$ cat src/hdl/secc_pkg.sv
`timescale 1ns / 1ps

package secc_pkg;

  // Fixed-point format of positions and windows.
  localparam int FRAC_BITS = 31;
  localparam int POS_W = 64;

  // Field widths of the item and configuration port.
  localparam int KIND_W = 2;
  localparam int COUNT_W = 32;
  localparam int WINDOW_W = 62;
  localparam int RATIO_W = 36;
  localparam int CFG_IDX_W = 2;
  localparam int CFG_DATA_W = WINDOW_W;

  // One whole step in fixed point.
  localparam logic [POS_W-1:0] STEP_ONE = 64'd1 << FRAC_BITS;

  // Request kinds.
  localparam logic [KIND_W-1:0] KIND_STEP  = 2'd0;
  localparam logic [KIND_W-1:0] KIND_CHECK = 2'd1;
  localparam logic [KIND_W-1:0] KIND_LOAD  = 2'd2;

  // Configuration register indexes.
  localparam logic [CFG_IDX_W-1:0] REG_ENC_PRESENT  = 2'd0;
  localparam logic [CFG_IDX_W-1:0] REG_STEP_WINDOW  = 2'd1;
  localparam logic [CFG_IDX_W-1:0] REG_ENC_WINDOW   = 2'd2;
  localparam logic [CFG_IDX_W-1:0] REG_ENC_PER_STEP = 2'd3;

  // One input request as held in the input stage.
  typedef struct packed {
    logic [KIND_W-1:0]         kind;
    logic                      direction;
    logic signed [COUNT_W-1:0] encoder_count;
    logic signed [COUNT_W-1:0] load_position;
  } item_t;

  // Configuration write bundle.
  typedef struct packed {
    logic                  we;
    logic [CFG_IDX_W-1:0]  index;
    logic [CFG_DATA_W-1:0] data;
  } cfg_wr_t;

endpackage

$ cat src/hdl/secc_engine.sv
`timescale 1ns / 1ps

module secc_engine
  import secc_pkg::*;
(
  input  logic    clk,
  input  logic    rst_n,
  input  cfg_wr_t cfg,
  input  logic    fire,
  input  item_t   item,
  output logic    flag
);

  // Configuration registers.
  logic                enc_present_r;
  logic [WINDOW_W-1:0] step_window_r;
  logic [WINDOW_W-1:0] enc_window_r;
  logic [RATIO_W-1:0]  enc_per_step_r;

  // Tracking state.
  logic [POS_W-1:0] step_pos_r, step_pos_nxt;
  logic [POS_W-1:0] upper_r, upper_nxt;
  logic [POS_W-1:0] lower_r, lower_nxt;
  logic [POS_W-1:0] ideal_r, ideal_nxt;

  logic [POS_W-1:0]         sw_ext;
  logic [POS_W-1:0]         ew_ext;
  logic [POS_W-1:0]         moved_pos;
  logic [POS_W-1:0]         meas;
  logic [POS_W-1:0]         diff;
  logic [POS_W-1:0]         diff_neg;
  logic [POS_W-1:0]         load_ext;
  logic [POS_W-1:0]         load_fix;
  logic signed [POS_W+4:0]  load_prod;
  logic                     over_upper;
  logic                     under_lower;

  assign sw_ext = {{(POS_W-WINDOW_W){1'b0}}, step_window_r};
  assign ew_ext = {{(POS_W-WINDOW_W){1'b0}}, enc_window_r};

  // Step: move one whole step, then test the window against the new position.
  assign moved_pos   = item.direction ? step_pos_r + STEP_ONE : step_pos_r - STEP_ONE;
  assign over_upper  = $signed(moved_pos) > $signed(upper_r);
  assign under_lower = $signed(lower_r) > $signed(moved_pos);

  // Check: both signs of the error are formed so only one compare follows.
  assign meas     = {{(POS_W-COUNT_W){item.encoder_count[COUNT_W-1]}}, item.encoder_count}
                    << FRAC_BITS;
  assign diff     = ideal_r - meas;
  assign diff_neg = meas - ideal_r;

  // Load: fixed-point position and ideal encoder count.
  assign load_ext  = {{(POS_W-COUNT_W){item.load_position[COUNT_W-1]}}, item.load_position};
  assign load_fix  = load_ext << FRAC_BITS;
  assign load_prod = item.load_position * $signed({1'b0, enc_per_step_r});

  // Next state and flag for the request in the input stage.
  always_comb begin
    step_pos_nxt = step_pos_r;
    upper_nxt    = upper_r;
    lower_nxt    = lower_r;
    ideal_nxt    = ideal_r;
    flag         = 1'b0;
    case (item.kind)
      KIND_STEP: begin
        if (enc_present_r) begin
          step_pos_nxt = moved_pos;
          if (over_upper) begin
            upper_nxt = upper_r + sw_ext;
            lower_nxt = lower_r + sw_ext;
            ideal_nxt = ideal_r + ew_ext;
            flag      = 1'b1;
          end else if (under_lower) begin
            upper_nxt = upper_r - sw_ext;
            lower_nxt = lower_r - sw_ext;
            ideal_nxt = ideal_r - ew_ext;
            flag      = 1'b1;
          end
        end
      end
      KIND_CHECK: begin
        if (!enc_present_r) begin
          flag = 1'b1;
        end else if (diff[POS_W-1]) begin
          flag = (diff_neg <= ew_ext);
        end else begin
          flag = (diff <= ew_ext);
        end
      end
      KIND_LOAD: begin
        step_pos_nxt = load_fix;
        upper_nxt    = load_fix + sw_ext;
        lower_nxt    = load_fix - sw_ext;
        ideal_nxt    = load_prod[POS_W-1:0];
      end
      default: begin
        flag = 1'b0;
      end
    endcase
  end

  // Configuration writes, masked to each register's width.
  always_ff @(posedge clk) begin
    if (!rst_n) begin
      enc_present_r  <= 1'b0;
      step_window_r  <= '0;
      enc_window_r   <= '0;
      enc_per_step_r <= '0;
    end else if (cfg.we) begin
      case (cfg.index)
        REG_ENC_PRESENT:  enc_present_r  <= cfg.data[0];
        REG_STEP_WINDOW:  step_window_r  <= cfg.data[WINDOW_W-1:0];
        REG_ENC_WINDOW:   enc_window_r   <= cfg.data[WINDOW_W-1:0];
        REG_ENC_PER_STEP: enc_per_step_r <= cfg.data[RATIO_W-1:0];
        default: begin
        end
      endcase
    end
  end

  // Tracking state advances once per processed request.
  always_ff @(posedge clk) begin
    if (!rst_n) begin
      step_pos_r <= '0;
      upper_r    <= '0;
      lower_r    <= '0;
      ideal_r    <= '0;
    end else if (fire) begin
      step_pos_r <= step_pos_nxt;
      upper_r    <= upper_nxt;
      lower_r    <= lower_nxt;
      ideal_r    <= ideal_nxt;
    end
  end

endmodule

$ cat config.mk
export PLATFORM = sky130hd
export DESIGN_NAME = secc_engine
export DESIGN_NICKNAME = d
export VERILOG_FILES = /design/src/hdl/secc_pkg.sv /design/src/hdl/secc_engine.sv
export SDC_FILE = /design/constraint.sdc
export NUM_CORES = 2
export LEC_CHECK = 0
export BUFFER_PORTS_ARGS = -buffer_cell sky130_fd_sc_hd__clkbuf_2
export CAP_MARGIN = 20
export CORE_MARGIN = 2
export CORE_UTILIZATION = 35
export CTS_CLUSTER_SIZE = 28
export DETAILED_ROUTE_END_ITERATION = 8
export GPL_TIMING_DRIVEN = 1
export PLACE_DENSITY = 0.48
export SYNTH_ARGS = -nofsm -noshare
export SYNTH_HDL_FRONTEND = slang
export SYNTH_SLANG_ARGS = --single-unit
$ cat constraint.sdc
create_clock -name clk -period 15.1 [get_ports clk]
set_input_delay 1.51 -clock clk [delete_from_list [all_inputs] [get_ports clk]]
set_output_delay 1.51 -clock clk [all_outputs]
set_load 0.01 [all_outputs]
Word-level counts from Yosys, hierarchy flattened
Index checks and enable logic that the tools add are counted.
W data, S select, Z words.

word-level totals
  flip-flop bits (word level) = 417
  input bits = 135
  output and inout port bits = 1
  word-level logic and storage cells = 62

operators by class
  add/subtract/negate cells = 12
  multipliers = 1
  order comparisons = 4
  equal/unequal tests = 7
  mux-type cells = 21
  reduce and logical (&&, ||, !) cells = 9

operators by type and width
  operator                  number
  $mux W64                  11
  $pmux W64 S2              4
  $add A64 B62 Y64          3
  $sub A64 B62 Y64          3
  $gt A64 B64 Y1            2
  $le A64 B62 Y1            2
  $sub A64 B64 Y64          2
  $add A63 B63 Y64          1
  $add A64 B32 Y64 const B  1
  $mul A32 B37 Y64          1
  $sub A63 B63 Y64          1
  $sub A64 B32 Y64 const B  1
  $reduce_and A2 Y1         4
  $eq A2 B2 Y1 const B      3
  $mux W1                   5
  $eq A2 B1 Y1 const B      2
  $logic_not A2 Y1          2
  $reduce_and A4 Y1         1
  $ne A3 B3 Y1 const B      1
  $reduce_and A3 Y1         1
  $ne A2 B2 Y1 const B      1
  $pmux W1 S2               1
  $reduce_bool A2 Y1        1

Depth between registers and ports, before layout
  depth in word-level cells = 7
  gate-level depth with buffers = 57
  mapped depth without buffers = 52

Least setup slack after synthesis
Ideal clock, no wire load.

  path kind = input to register
  start point = input port item[64] (netlist bit)
  end point = register ideal_r[58]
  library setup time = 95 ps
  arrival time = 12451 ps
  required time = 15005 ps
  setup slack = 2554 ps
  stages on the path = 55
  buffers on the path = 4
  path through = inv_1 ha_1 nor2b_1 o21ai_0 a21boi_0 o21ai_0 a21boi_0 o21ai_0 a21boi_0 o21ai_0 a21oi_1 o2111ai_1 nand3_1 nand2_1 o21ai_0 o41ai_1 o211ai_1 a31oi_1 (+19 left out) a21boi_0 o21ai_0 a21boi_0 o21ai_0 a21boi_0 o21a_1 o21ai_0 a31oi_1 a2111oi_0 o21ai_0 nand2_1 o2111ai_1 a31oi_1 o21ai_0 a41oi_1 xnor2_1 a21oi_1 a221oi_1

between the ends
  longest elaborated chain between the ends = 5
  elaborated cells between the ends (all ways) = 8
  classes of those cells = order compare (2); eq/ne (1); mux (4); reduce/logical (1)

RTL lines
  element               RTL line            RTL
  from (decl)           secc_engine.sv:10   input item_t item,
  $mux W64 (*)          secc_engine.sv:42   assign moved_pos = item.direction ? step_pos_r + STEP_ONE : step_pos_r - STEP_ONE;
  $gt A64 B64 Y1        secc_engine.sv:43   assign over_upper = $signed(moved_pos) > $signed(upper_r);
  $mux W64              secc_engine.sv:68   if (over_upper) begin
  $mux W64              secc_engine.sv:66   if (enc_present_r) begin
  $pmux W64 S2          secc_engine.sv:64   case (item.kind)
  to (signal assigned)  secc_engine.sv:132  ideal_r <= ideal_nxt;
  to (decl)             secc_engine.sv:24   logic [POS_W-1:0] ideal_r, ideal_nxt;

Every way passes the cells marked *; elsewhere a longest branch is shown, timed or not. The select of a mux whose other input is x is not followed.
A chain may end at the register's enable or synchronous reset.

Worst setup path after layout
  start point = input port item[64] (netlist bit)
  end point = register ideal_r[56]

The elaborated chain is that of the path after synthesis.

==> flow_summary_export.csv <==
group,metric,value,unit
cts,ctsHoldBuffers,0,
logic_synthesis,synth_nets,12140,
logic_synthesis,synthMuxAreaShare,0.3643,%
global_routing,grt_usage,29.00,%
sta,timing.slew.headroom,16.45,%
floorplanning,die_area,232500,um2
critical_path,worstPathRequired,15.60,ns
sta,worstMarginPinSlew,1.244,ns
placement,dp_hpwl,270900,um
cts,root_buffer,"clkbuf_16",
placement,gp_congestion,1.010,
sta,fin_crit_sh,91.27,%
power,swShare,55.56,%
sta,timing.final.setup_violations,0,
sta,period_minus_slack,13.78,ns
routing,routed_via_density,5.535,
critical_path,worstPathArrival,14.28,ns
critical_path,cp_slowest_stage_delay,0.80,ns
floorplanning,initial_core_util,35.21,%
layout,drive_gt1_share,5.339,%
logic_synthesis,synth_xor_area_share,7.240,%
floorplanning,fp-row-count,175,
power,total_leakage_power,37.84,nW
floorplanning,num_io_pins,136,
critical_path,critPathKind,"input pin to flip-flop",
logic_synthesis,yosys_warnings,0,
power,powerDensity,119.6,nW/um2
routing,remaining_drc_errors,0,
critical_path,cp_common_cell,"o21ai_0",
routing,dr.first_iter.drc_count,6269,
sta,skew,0.04610,ns
cts,cts_setup_buffers,0,
placement,numPortBuffers,135,
logic_synthesis,async_reset_ff_share,0,%
logic_synthesis,synthTopCellsByCount,"1527 x nand2_1, 1440 x inv_1, 1017 x fa_1, 770 x a21oi_1, 713 x ha_1",
sta,rsz0062_at_grt,"false",
global_routing,grt_overflow,0,
cts,path_clk_slew,0.06,ns
power,p_int,0.004544,W
logic_synthesis,synth_area,80040,um2
sta,setup_tns,0,ns
sta,max_freq,72.56,MHz
layout,stdcell_area,85540,um2
critical_path,critPathLaunchType,"input pin",
logic_synthesis,synth-adder-area-share,37.35,%
floorplanning,dieHeight,482.2,um
routing,drtPass1Iterations,5,
floorplanning,core_region_area,227300,um2
power,clkPwrFrac,13.7,%
placement,dpl_cell_area,83690,um2
outcome,status,"finished clean",
cts,cts_made_buffers,51,
logic_synthesis,synth-simple-area-share,19.34,%
logic_synthesis,yosys.area.top_type,"fa_1",
cts,cts_resized,0,
global_routing,grt_max_degree,131,
layout,nets,11920,
logic_synthesis,avgSynthCellArea,7.787,um2
worst_hold_path,min_path_type,"flip-flop to flip-flop",
logic_synthesis,yosys-top-cells-area,"fa_1 25%, ha_1 11%, dfxtp_1 9.7%",
power,switchingPower,0.005682,W
floorplanning,die_w,482.2,um
power,p_comb_share,74.2,%
logic_synthesis,ys_seq_area_share,9.655,%
critical_path,crit_path_top_delay_cell,"a2111oi_0",
routing,num_vias,72580,
logic_synthesis,yosys.area.top_type_share,25.44,%
logic_synthesis,synth.most_common_cell,"nand2_1",
logic_synthesis,synthCells,10280,
routing,routedWlPerCell,25.96,um
critical_path,worstPathMaxFanout,27,
layout,area_delta_synth_final,6.877,%
global_routing,grt_pass1_vias,72250,
logic_synthesis,synth_compound_area_share,16.44,%
cts,numClockSinks,386,
power,p_seq_share,12.1,%
global_routing,grt_antenna_before_repair,26,
routing,drt_wl_total,340300,um
cts,insertion_delay,0.70,ns
layout,num-fill-cells,23860,
logic_synthesis,synth_edf_count,0,
routing,antenna_left,0,
sta,final_hold_viol_count,0,
global_routing,grt_pass1_wl,499000,um
cts,cts_tree,"yes",
logic_synthesis,synth_seq_cells,386,
cts,clock_path_buffers,3,
logic_synthesis,netlist-cell-type-count,114,
power,ir_worst_vdd,0.0001406,V
logic_synthesis,synth_top_family_by_area,"adder cells",
cts,cts_max_level,2,
sta,slew_viol_final,0,
logic_synthesis,synth_top_flop_cell,"dfxtp_1",
critical_path,end_kind,"flip-flop",
run,drv_cap,0,
final cells by class:
| cell class | instances | area [um2] | area share [%] |
|---|---|---|---|
| diodes | 8 | 20.02 | 0.02340 |
| clock buffers | 70 | 1479 | 1.729 |
| clock inverters | 23 | 322.8 | 0.3774 |
| inverters | 1444 | 5428 | 6.345 |
| multi-input cells | 7854 | 64720 | 75.67 |
| flip-flops and latches | 386 | 7727 | 9.034 |
| well taps | 3009 | 3765 | 4.401 |
| repair buffers | 318 | 2073 | 2.424 |
logic make-up (layout without fill, tap and decap cells):
| family | after synthesis | after routing |
|---|---|---|
| simple gates | 3329 | 3329 |
| compound gates | 2095 | 2095 |
| buf+inv | 2038 | 1855 |
| fa+ha+maj | 1790 | 1790 |
| xor+xnor | 612 | 612 |
| flops | 386 | 386 |
| mux | 28 | 28 |
| other cells | 0 | 8 |
placed cells by master (no fill, tap or decap), drive strengths merged, types with 76 or more instances in the layout:
cell type     n
ha          713
xor2        162
and2        438
a31oi        76
xnor2       425
nor2        544
a21o        183
a211oi       97
a21oi       773
fa         1017
inv        1442
nand2      1527
nor3        150
nand2b       93
o21ai       409
nand3       129
buf         186
clkbuf      202
nand4       119
dfxtp       386
worst max-delay path, delay by kind of cell:
family / cells / cell delay [ns]
compound gates: 34 / 8.53
simple gates: 5 / 1.38
buf+inv: 6 / 1.33
fa+ha+maj: 3 / 0.90
xor+xnor: 3 / 0.63
power groups by stage:
| stage | Combinational (W) | Sequential [W] | Clock [W] |
|---|---|---|---|
| floorplan | 0.00485 | 0.00117 | 0 |
| CTS | 0.00750 | 0.00123 | 0.00142 |
| global route | 0.00818 | 0.00124 | 0.00145 |
| global placement | 0.00742 | 0.00125 | 0 |
| finish | 0.00759 | 0.00124 | 0.00140 |
| detailed placement | 0.00744 | 0.00125 | 0 |
flip-flops by register name, summed over array words and instances, names as in the netlist:
signal          count
upper_r            64
enc_per_step_r     36
step_window_r      62
enc_window_r       62
step_pos_r         33
lower_r            64
ideal_r            64
enc_present_r       1
worst paths after layout:
| kind | from | to | slack [ns] | cells past startpoint |
|---|---|---|---|---|
| max | item[64] | ideal_r[56] | 1.32 | 51 |
| min | enc_window_r[18] | enc_window_r[18] | 0.46 | 2 |
| max reg2reg | step_pos_r[31] | ideal_r[56] | 1.84 | 52 |
| min reg2reg | enc_window_r[18] | enc_window_r[18] | 0.46 | 2 |
through the flow:
step	std cells	total power, W	utilization [%]	worst slack [ns]	hold slack, ns
floorplan	10280	0.006022	-	2.554	0.4363
global placement	13010	0.008673	36.82	1.100	0.4444
detailed placement	13010	0.008693	36.82	1.117	0.4473
CTS	13100	0.01015	37.62	1.696	0.4550
global route	13110	0.01088	37.63	0.2765	0.4848
finish	13110	0.01023	37.64	1.318	0.4566
metal layers:
metal	share of wire [%]	global-route usage [%]
met1	46	41.47
met5	0.036	0
met3	6.3	3.874
met2	44	45.15
met4	3.6	9.007
Power figures use the tool's default switching activity.
